<file path="src/rtl/plsb_pkg.sv">
// Package for the planet line segment builder: payload types, scale tables and sizes.
package plsb_pkg;

  // Segments per latitude line and the index width that addresses them
  localparam int SEG_COUNT = 32;
  localparam int SEG_IDX_W = 5;

  // Segment store entry: colour over limit
  localparam int SEG_ENTRY_W = 12;

  // Configuration port
  localparam int CFG_INDEX_W = 1;
  localparam int CFG_DATA_W  = 9;
  localparam logic [CFG_INDEX_W-1:0] REG_START_LONGITUDE = 1'd0;
  localparam logic [CFG_INDEX_W-1:0] REG_BITMAP_WIDTH    = 1'd1;

  localparam logic [8:0] BITMAP_WIDTH_RESET = 9'd342;

  // Input transaction
  typedef struct packed {
    logic [6:0]  latitude;
    logic [15:0] picture_word;
  } in_t;

  // Output transaction: one merged run
  typedef struct packed {
    logic [3:0] run_color;
    logic [7:0] run_end_x;
    logic [7:0] line_start_x;
    logic       last_run;
  } out_t;

  // Latitude scale, indexed by line number
  localparam logic [7:0] LAT_SCALE [128] = '{
    8'h25,8'h3A,8'h4A,8'h55,8'h5F,8'h6A,8'h75,8'h7A,8'h80,8'h8A,8'h8F,8'h95,8'h9A,8'hA0,8'hA5,8'hAA,
    8'hB0,8'hB5,8'hB5,8'hBA,8'hC0,8'hC0,8'hC5,8'hCA,8'hCA,8'hCF,8'hCF,8'hD5,8'hD5,8'hDA,8'hDA,8'hDF,
    8'hDF,8'hE5,8'hE5,8'hE5,8'hEA,8'hEA,8'hEA,8'hEF,8'hEF,8'hEF,8'hEF,8'hF5,8'hF5,8'hF5,8'hF5,8'hFA,
    8'hFA,8'hFA,8'hFA,8'hFA,8'hFA,8'hFA,8'hFF,8'hFF,8'hFF,8'hFF,8'hFF,8'hFF,8'hFF,8'hFF,8'hFF,8'hFF,
    8'hFF,8'hFF,8'hFF,8'hFF,8'hFF,8'hFF,8'hFF,8'hFF,8'hFF,8'hFF,8'hFA,8'hFA,8'hFA,8'hFA,8'hFA,8'hFA,
    8'hFA,8'hF5,8'hF5,8'hF5,8'hF5,8'hEF,8'hEF,8'hEF,8'hEF,8'hEA,8'hEA,8'hEA,8'hE5,8'hE5,8'hE5,8'hDF,
    8'hDF,8'hDA,8'hDA,8'hD5,8'hD5,8'hCF,8'hCF,8'hCA,8'hCA,8'hC5,8'hC0,8'hC0,8'hBA,8'hB5,8'hB5,8'hB0,
    8'hAA,8'hA5,8'hA0,8'h9A,8'h95,8'h8F,8'h8A,8'h80,8'h7A,8'h75,8'h6A,8'h5F,8'h55,8'h4A,8'h3A,8'h25
  };

  // Longitude scale, indexed by the half-step longitude
  localparam logic [7:0] LON_SCALE [256] = '{
    8'h00,8'h00,8'h00,8'h00,8'h00,8'h00,8'h01,8'h01,8'h01,8'h01,8'h01,8'h02,8'h02,8'h02,8'h02,8'h03,
    8'h03,8'h03,8'h04,8'h04,8'h05,8'h05,8'h05,8'h06,8'h06,8'h07,8'h07,8'h08,8'h08,8'h09,8'h09,8'h0A,
    8'h0A,8'h0B,8'h0B,8'h0C,8'h0C,8'h0D,8'h0E,8'h0E,8'h0F,8'h10,8'h10,8'h11,8'h12,8'h12,8'h13,8'h14,
    8'h15,8'h15,8'h16,8'h17,8'h18,8'h19,8'h19,8'h1A,8'h1B,8'h1C,8'h1D,8'h1E,8'h1F,8'h1F,8'h20,8'h21,
    8'h22,8'h23,8'h24,8'h25,8'h26,8'h27,8'h28,8'h29,8'h2A,8'h2B,8'h2C,8'h2D,8'h2E,8'h2F,8'h30,8'h31,
    8'h32,8'h33,8'h34,8'h35,8'h37,8'h38,8'h39,8'h3A,8'h3B,8'h3C,8'h3D,8'h3E,8'h40,8'h41,8'h42,8'h43,
    8'h44,8'h45,8'h46,8'h48,8'h49,8'h4A,8'h4B,8'h4C,8'h4E,8'h4F,8'h50,8'h51,8'h52,8'h54,8'h55,8'h56,
    8'h57,8'h58,8'h5A,8'h5B,8'h5C,8'h5D,8'h5F,8'h60,8'h61,8'h62,8'h63,8'h65,8'h66,8'h67,8'h68,8'h6A,
    8'h6B,8'h6C,8'h6D,8'h6F,8'h70,8'h71,8'h72,8'h73,8'h75,8'h76,8'h77,8'h78,8'h79,8'h7B,8'h7C,8'h7D,
    8'h7E,8'h7F,8'h81,8'h82,8'h83,8'h84,8'h85,8'h86,8'h87,8'h89,8'h8A,8'h8B,8'h8C,8'h8D,8'h8E,8'h8F,
    8'h90,8'h92,8'h93,8'h94,8'h95,8'h96,8'h97,8'h98,8'h99,8'h9A,8'h9B,8'h9C,8'h9D,8'h9E,8'h9F,8'hA0,
    8'hA1,8'hA2,8'hA3,8'hA4,8'hA5,8'hA6,8'hA7,8'hA8,8'hA8,8'hA9,8'hAA,8'hAB,8'hAC,8'hAD,8'hAE,8'hAE,
    8'hAF,8'hB0,8'hB1,8'hB2,8'hB2,8'hB3,8'hB4,8'hB5,8'hB5,8'hB6,8'hB7,8'hB7,8'hB8,8'hB9,8'hB9,8'hBA,
    8'hBB,8'hBB,8'hBC,8'hBC,8'hBD,8'hBD,8'hBE,8'hBE,8'hBF,8'hBF,8'hC0,8'hC0,8'hC1,8'hC1,8'hC2,8'hC2,
    8'hC2,8'hC3,8'hC3,8'hC4,8'hC4,8'hC4,8'hC5,8'hC5,8'hC5,8'hC5,8'hC6,8'hC6,8'hC6,8'hC6,8'hC6,8'hC7,
    8'hC7,8'hC7,8'hC7,8'hC7,8'hC7,8'hC7,8'hC7,8'hC7,8'hC7,8'hC7,8'hC7,8'hFF,8'hFF,8'hFF,8'hFF,8'hFF
  };

endpackage

</file>
<file path="src/rtl/plsb_ram.sv">
// Generic single-port-write, single-port-read RAM with registered read data.
module plsb_ram #(
  parameter int WIDTH = 8,
  parameter int DEPTH = 32
) (
  input  logic                     clk,
  input  logic                     we,
  input  logic [$clog2(DEPTH)-1:0] waddr,
  input  logic [WIDTH-1:0]         wdata,
  input  logic [$clog2(DEPTH)-1:0] raddr,
  output logic [WIDTH-1:0]         rdata
);

  logic [WIDTH-1:0] mem [DEPTH];

  // Write and registered read
  always_ff @(posedge clk) begin
    if (we) begin
      mem[waddr] <= wdata;
    end
    rdata <= mem[raddr];
  end

endmodule

</file>
<file path="src/rtl/plsb_mac.sv">
// Shared multiply-add unit: p = a * b + c, used for every product of the block.
module plsb_mac (
  input  logic [8:0]  a,
  input  logic [7:0]  b,
  input  logic [7:0]  c,
  output logic [16:0] p
);

  // Full-width product plus addend; the operand ranges keep it within 17 bits
  assign p = 17'(a) * 17'(b) + 17'(c);

endmodule

</file>
<file path="src/rtl/planet_line_segment_builder.sv">
// Top level of the planet line segment builder: sequencer, segment store and run output.
//
// The block takes 32 picture words per latitude line. For each word it does the table
// lookups on acceptance, then the scaling product on the shared multiply-add unit, which
// writes the segment store. After the 32nd word the same unit computes the line width
// and then the line start, then the merge walk reads the segment store one entry every
// cycle while it extends a run, with an open step before each run, and reads again the
// entry that ends a run at a colour change, emitting up to 32 runs with the last one
// flagged. in_ready is low from the acceptance of a word until its segment is stored,
// and through the whole walk of a line. A run waits in the output register while
// out_ready is low; the walk holds before closing the next run until it is taken.
module planet_line_segment_builder (
  input  logic                              clk,
  input  logic                              rst,
  input  logic                              in_valid,
  output logic                              in_ready,
  input  plsb_pkg::in_t                     in_data,
  output logic                              out_valid,
  input  logic                              out_ready,
  output plsb_pkg::out_t                    out_data,
  input  logic                              cfg_we,
  input  logic [plsb_pkg::CFG_INDEX_W-1:0]  cfg_index,
  input  logic [plsb_pkg::CFG_DATA_W-1:0]   cfg_data
);

  typedef enum logic [5:0] {
    ST_IDLE  = 6'b000001,
    ST_MUL   = 6'b000010,
    ST_WIDTH = 6'b000100,
    ST_DIV   = 6'b001000,
    ST_RUN   = 6'b010000,
    ST_FETCH = 6'b100000
  } state_t;

  localparam logic [plsb_pkg::SEG_IDX_W-1:0] LAST_SEG = plsb_pkg::SEG_IDX_W'(plsb_pkg::SEG_COUNT - 1);
  localparam logic [7:0] ROUND_HALF  = 8'h80;
  localparam logic [7:0] WIDTH_SCALE = 8'hc0;
  // 171 / 1024 approximates 1/6 exactly over the range of (width_max + 1) * 2
  localparam logic [7:0] SIXTH_RECIP = 8'd171;

  localparam logic [plsb_pkg::CFG_INDEX_W-1:0] REG_START_LONGITUDE_C =
    plsb_pkg::REG_START_LONGITUDE;
  localparam logic [plsb_pkg::CFG_INDEX_W-1:0] REG_BITMAP_WIDTH_C =
    plsb_pkg::REG_BITMAP_WIDTH;

  state_t state, state_next;

  // Configuration registers
  logic [7:0] start_longitude;
  logic [8:0] bitmap_width;

  // Per-word registers
  logic [7:0] lts;
  logic [7:0] lgs;
  logic [3:0] color_q;
  logic       wrap_q;
  logic [plsb_pkg::SEG_IDX_W-1:0] word_count;
  logic [plsb_pkg::SEG_IDX_W-1:0] first;
  logic       found;

  // Line and walk registers
  logic [7:0] wmax;
  logic [7:0] start_x;
  logic [plsb_pkg::SEG_IDX_W-1:0] seg;
  logic [plsb_pkg::SEG_IDX_W-1:0] run_count;
  logic [3:0] cc;
  logic [7:0] x;
  logic       new_run;

  // Shared unit operands
  logic [8:0]  mac_a;
  logic [7:0]  mac_b;
  logic [7:0]  mac_c;
  logic [16:0] mac_p;

  // Segment store
  logic                                ram_we;
  logic [plsb_pkg::SEG_IDX_W-1:0]      ram_raddr;
  logic [plsb_pkg::SEG_ENTRY_W-1:0]    ram_wdata;
  logic [plsb_pkg::SEG_ENTRY_W-1:0]    ram_rdata;

  // Input decode
  logic       lo_bit;
  logic [8:0] lon_sum;
  logic       lon_wrap;
  logic [7:0] lon_idx;
  logic [7:0] lgs_in;

  // Walk decode
  logic [3:0] ent_color;
  logic [7:0] ent_limit;
  logic       ent_match;
  logic [3:0] cc_use;
  logic [plsb_pkg::SEG_IDX_W-1:0] seg_inc;
  logic       run_end;
  logic [3:0] end_color;
  logic [7:0] end_x;
  logic [plsb_pkg::SEG_IDX_W-1:0] end_seg;
  logic       end_last;
  logic       can_emit;

  logic [7:0] width_raw;
  logic [8:0] twice_w;

  assign in_ready = (state == ST_IDLE);
  assign can_emit = !out_valid || out_ready;

  // Longitude sum and scale lookup for the incoming word
  always_comb begin
    lo_bit   = in_data.picture_word[15];
    lon_sum  = 9'(start_longitude) + 9'(in_data.picture_word[7:0]) + 9'(lo_bit);
    lon_wrap = lon_sum[8];
    lon_idx  = {lon_sum[6:0], ~(lo_bit | lon_wrap)};
    lgs_in   = lon_sum[7] ? 8'hff : plsb_pkg::LON_SCALE[lon_idx];
  end

  // Select shared unit operands by step
  always_comb begin
    mac_a = {1'b0, lts};
    mac_b = lgs;
    mac_c = ROUND_HALF;
    twice_w = {wmax + 8'd1, 1'b0};
    unique case (state)
      ST_WIDTH: begin
        mac_b = WIDTH_SCALE;
        mac_c = 8'd0;
      end
      ST_DIV: begin
        mac_a = twice_w;
        mac_b = SIXTH_RECIP;
        mac_c = 8'd0;
      end
      default: begin
      end
    endcase
  end

  plsb_mac u_mac (
    .a (mac_a),
    .b (mac_b),
    .c (mac_c),
    .p (mac_p)
  );

  assign ram_we    = (state == ST_MUL);
  assign ram_wdata = {color_q, mac_p[15:8]};
  assign width_raw = mac_p[15:8];

  plsb_ram #(
    .WIDTH (plsb_pkg::SEG_ENTRY_W),
    .DEPTH (plsb_pkg::SEG_COUNT)
  ) u_seg_ram (
    .clk   (clk),
    .we    (ram_we),
    .waddr (word_count),
    .wdata (ram_wdata),
    .raddr (ram_raddr),
    .rdata (ram_rdata)
  );

  // Decide how the walk advances on the entry just read
  always_comb begin
    ent_color = ram_rdata[11:8];
    ent_limit = ram_rdata[7:0];
    ent_match = new_run || (ent_color == cc);
    cc_use    = new_run ? ent_color : cc;
    seg_inc   = seg + plsb_pkg::SEG_IDX_W'(1);
    run_end   = 1'b0;
    end_color = cc;
    end_x     = x;
    end_seg   = seg;
    if (ent_match) begin
      end_color = cc_use;
      end_x     = ent_limit;
      end_seg   = seg_inc;
      run_end   = (seg_inc == first);
    end else begin
      run_end   = 1'b1;
    end
    end_last  = (run_count == LAST_SEG) || (end_x > wmax);
    ram_raddr = seg;
    if (state == ST_FETCH && ent_match && !run_end) begin
      ram_raddr = seg_inc;
    end
  end

  // Next state
  always_comb begin
    state_next = state;
    unique case (state)
      ST_IDLE:  if (in_valid) state_next = ST_MUL;
      ST_MUL:   state_next = (word_count == LAST_SEG) ? ST_WIDTH : ST_IDLE;
      ST_WIDTH: state_next = ST_DIV;
      ST_DIV:   state_next = ST_RUN;
      ST_RUN:   state_next = ST_FETCH;
      ST_FETCH: begin
        if (run_end && can_emit) begin
          state_next = end_last ? ST_IDLE : ST_RUN;
        end
      end
      default:  state_next = ST_IDLE;
    endcase
  end

  // Control registers
  always_ff @(posedge clk) begin
    if (rst) begin
      state           <= ST_IDLE;
      start_longitude <= 8'd0;
      bitmap_width    <= plsb_pkg::BITMAP_WIDTH_RESET;
      word_count      <= '0;
      found           <= 1'b0;
      out_valid       <= 1'b0;
    end else begin
      state <= state_next;
      if (cfg_we) begin
        unique case (cfg_index)
          REG_START_LONGITUDE_C: start_longitude <= cfg_data[7:0];
          REG_BITMAP_WIDTH_C:    bitmap_width    <= cfg_data;
          default: begin
          end
        endcase
      end
      if (state == ST_MUL) begin
        word_count <= word_count + plsb_pkg::SEG_IDX_W'(1);
        found      <= (word_count == '0) ? wrap_q : (found | wrap_q);
      end
      // Load a closed run, else drop the one just taken
      if (state == ST_FETCH && run_end && can_emit) begin
        out_valid <= 1'b1;
      end else if (out_ready) begin
        out_valid <= 1'b0;
      end
    end
  end

  // Datapath registers
  always_ff @(posedge clk) begin
    unique case (state)
      ST_IDLE: begin
        // Capture the scales, colour and wrap flag of the accepted word
        if (in_valid) begin
          lts     <= plsb_pkg::LAT_SCALE[in_data.latitude];
          lgs     <= lgs_in;
          color_q <= in_data.picture_word[11:8];
          wrap_q  <= lon_wrap;
        end
      end
      ST_MUL: begin
        // Track the first wrapped segment of the line
        if (wrap_q && (!found || word_count == '0)) begin
          first <= word_count;
        end
      end
      ST_WIDTH: begin
        // Round the line width up to even; horizon defaults to the last segment
        wmax <= width_raw + {7'd0, width_raw[0]};
        if (!found) begin
          first <= LAST_SEG;
        end
      end
      ST_DIV: begin
        start_x   <= bitmap_width[8:1] - {1'b0, mac_p[16:10]};
        seg       <= first;
        run_count <= '0;
        new_run   <= 1'b1;
      end
      ST_RUN: begin
      end
      ST_FETCH: begin
        if (ent_match && !run_end) begin
          // Extend the run over this segment
          cc      <= cc_use;
          x       <= ent_limit;
          seg     <= seg_inc;
          new_run <= 1'b0;
        end else if (run_end && can_emit) begin
          // Close the run into the output register
          out_data.run_color    <= end_color;
          out_data.run_end_x    <= (end_x > wmax) ? wmax : end_x;
          out_data.line_start_x <= start_x;
          out_data.last_run     <= end_last;
          run_count             <= run_count + plsb_pkg::SEG_IDX_W'(1);
          seg                   <= end_seg;
          new_run               <= 1'b1;
        end
      end
      default: begin
      end
    endcase
  end

endmodule

</file>
<file path="config.mk">
export PLATFORM = sky130hd
export DESIGN_NAME = planet_line_segment_builder
export DESIGN_NICKNAME = d
export VERILOG_FILES = /design/src/rtl/plsb_pkg.sv /design/src/rtl/plsb_ram.sv /design/src/rtl/plsb_mac.sv /design/src/rtl/planet_line_segment_builder.sv
export SDC_FILE = /design/constraint.sdc
export NUM_CORES = 1
export LEC_CHECK = 0
export ABC_AREA = 1
export BUFFER_PORTS_ARGS = -buffer_cell sky130_fd_sc_hd__buf_2
export CORE_MARGIN = 10
export CORE_UTILIZATION = 65
export DETAILED_ROUTE_END_ITERATION = 16
export PLACE_DENSITY_LB_ADDON = 0.08
export SETUP_SLACK_MARGIN = 0.3
export SLEW_MARGIN = 20
export SYNTH_ARGS = -nofsm -noshare
export SYNTH_HDL_FRONTEND = slang
export SYNTH_SLANG_ARGS = --single-unit
</file>
<file path="constraint.sdc">
create_clock -name clk -period 16.9 [get_ports clk]
set_input_delay 1.69 -clock clk [delete_from_list [all_inputs] [get_ports clk]]
set_output_delay 1.69 -clock clk [all_outputs]
set_load 0.01 [all_outputs]
</file>
==> out/qor.yml <==
grt:
  grt_pass1_wl_um: 109000
  grt_max_degree: 98
  grt_use_total_pct: 27.5
  grt_pass1_vias: 20200
  antenna_found_initial: 0
  grt-ovfl-total: 0
setup_path:
  cp_top_family: "adder cells"
  start_kind: "flip-flop"
  regToRegSetupSlack_ps: 8890
  slowest_delay_ps: 910
  slowest_stage: "xor2_4"
  crit_buf_inv: 7
  cp_data_arrival_time_ps: 8360
  cp_max_fo: 34
  path_class: "flip-flop to flip-flop"
  critPathCaptureType: "flip-flop"
  cpMostUsedCell: "nand2_1"
  cp.required_ps: 17260
sta:
  max_freq_ghz: 0.125
  rsz0062_at_grt: "false"
  setup_viol: 0
  post-route-min-period_ps: 8010
  fin_tns_setup_ps: 0
  fin_skew_ps: 26.1
  maxSlewHeadroom_pct: 24.5
  whs_ps: 424
  slew_violations: 0
  period_share_pct: 47.4
  hold_viol_final: 0
  tightest_slew_ps: 1130
clock_tree:
  cts_hold_buf: 0
  cts_num_sinks: 508
  htree_levels: 2
  cts_buffers: 51
  path_clk_slew_ps: 60
  cts_resized: 0
  cts.path.max_buffers: 3
  postCtsSetupBuffers: 0
  worstSkewPairLatency_ps: 610
  clock-root-buffer: "clkbuf_16"
  cts_tree: "built"
final_layout:
  synthToLayoutAreaGrowth_pct: 8.93
  fin_nets: 3166
  drive_gt1_share_pct: 7.08
  diodes: 0
drt:
  wirelength_um: 68700
  route.detailed.drc: 0
  drt_iter0_drc: 2520
  vias: 20500
  dr.pass1.iters: 6
  antenna_left: 0
  wire_per_inst_um: 19.2
  routed_via_density: 5.75
synth:
  ys_async_sr_fraction_pct: 0
  seq_area_frac_synth_pct: 54.9
  ys_top_cells_by_area: "edfxtp_1 52%, nand3_1 9.1%, nand2_1 8.5%, inv_1 8.1%, ha_1 4.0%"
  avgSynthCellArea_um2: 9.08
  yosys_register_bits: 508
  synth_common_cells: "612 x nand2_1, 584 x inv_1, 491 x nand3_1, 467 x edfxtp_1, 202 x nor2_1"
  synth_edf_count: 467
  synth_cell_type_count: 49
  syn_inst: 2977
  yosysMostFrequentCell: "nand2_1"
  synth_area_um2: 27000
  synth_top_cell_area_share_pct: 51.9
  synth_ff_type: "edfxtp_1"
  synth_largest_area_cell: "edfxtp_1"
  synth_warnings: 0
power_and_ir_drop:
  peakVddDrop_mv: 0.435
  p_per_area_nw_per_um2: 209
  clkPwrFrac_pct: 17.6
  intPower_mw: 3.63
  switching_share_pct: 40.9
  p_seq_share_pct: 39.6
  power_leakage_nw: 13.2
  comb_power_share_pct: 42.9
  p_sw_mw: 2.51
floorplan:
  die-area_um2: 50200
  fp.coreArea_um2: 41000
  die_h_um: 224
  dieWidth_um: 224
  start_util_pct: 65.9
  rows: 74
  ios: 61
place:
  post-dp-hpwl_um: 44000
  routabilityCongestion: 0.906
  io_buffers: 57
run_status:
  outcome: "completed"
run:
  drv_cap: 0
worst_hold_path:
  hp-class: "flip-flop to flip-flop"
[worst paths after layout]
| path | startpoint | to | depth (start not counted) |
|---|---|---|---|
| setup / recovery | state[4]$_SDFFE_PP0P_ | start_x[6]$_DFFE_PP_ | 30 |
| hold / removal | start_x[7]$_DFFE_PP_ | out_data[8]$_DFFE_PP_ | 0 |
| hold reg to reg | start_x[7]$_DFFE_PP_ | out_data[8]$_DFFE_PP_ | 0 |
| setup reg to reg | state[4]$_SDFFE_PP0P_ | start_x[6]$_DFFE_PP_ | 30 |
[logic make-up after synthesis]
logic type      after synthesis  synth area share [%]
mux                           1                0.0370
buf+inv                     716                  10.4
compound gates              252                  5.22
fa+ha+maj                   131                  7.31
xor+xnor                     29                 0.939
flops                       508                  54.9
other cells                   2                0.0278
simple gates               1338                  21.2
[flip-flops by register name (all words and copies together) (netlist names), 4 cells and up]
signal / count
u_seg_ram.mem: 384
out_data: 21
u_seg_ram.rdata: 12
bitmap_width: 8
lgs: 8
start_longitude: 8
start_x: 8
x: 8
wmax: 7
lts: 6
state: 6
first: 5
run_count: 5
seg: 5
word_count: 5
cc: 4
color_q: 4
[routing by layer]
metal / global-route usage (%) / wire length (um) / part of all wire [%]
met5: 0 / 0 / 0
met1: 35.2 / 26700 / 39
met4: 11.1 / 2490 / 3.6
met2: 46.2 / 33700 / 49
met3: 4.36 / 5850 / 8.5
[placed cells by master (no fill, tap or decap), types with 5 or more instances in the layout]
| master | n |
|---|---|
| fa_1 | 45 |
| nand3_1 | 490 |
| clkinv_2 | 8 |
| edfxtp_1 | 467 |
| xnor2_1 | 10 |
| nor3_1 | 9 |
| buf_2 | 57 |
| nor2_2 | 27 |
| nand4_1 | 7 |
| clkbuf_16 | 53 |
| a31oi_1 | 9 |
| o21ai_1 | 5 |
| nand2_1 | 610 |
| clkinv_1 | 12 |
| clkbuf_1 | 16 |
| dfxtp_1 | 41 |
| o31ai_1 | 6 |
| buf_4 | 34 |
| xor2_1 | 14 |
| nor2_1 | 176 |
| inv_1 | 583 |
| o221ai_1 | 5 |
| o22ai_1 | 6 |
| o21ai_0 | 116 |
| o211ai_1 | 10 |
| a21oi_1 | 70 |
| ha_1 | 86 |
[per-stage QoR]
step                      std cells  util, %  power (mW)  area, um2  worst slack (ps)
after floorplan                2978        -        3.89      27000              9280
after global placement         3476     67.8        4.99      27800              9070
after detailed placement       3476     67.8        5.06      27800              8990
after CTS                      3570     71.7        6.15      29400              8890
after global routing           3570     71.8        6.46      29500              8410
final                          3570     71.8        6.14      29500              8890
[power by group through the flow]
stage	clock network, mW	logic [mW]	registers [mW]
finish	1.08	2.63	2.43
global route	1.14	2.89	2.43
CTS	1.09	2.63	2.44
detailed placement	0	2.60	2.46
global placement	0	2.53	2.46
floorplan	0	1.41	2.47
[final cells by class]
class,instances,area [um2]
clock buffer,72,1430
clock inverter,22,156
tap,532,666
sequential,508,14800
multi-input combinational,1754,9610
timing repair buffer,91,541
fill,3061,11600
inverter,591,2220
(Power assumes the default switching activity.)
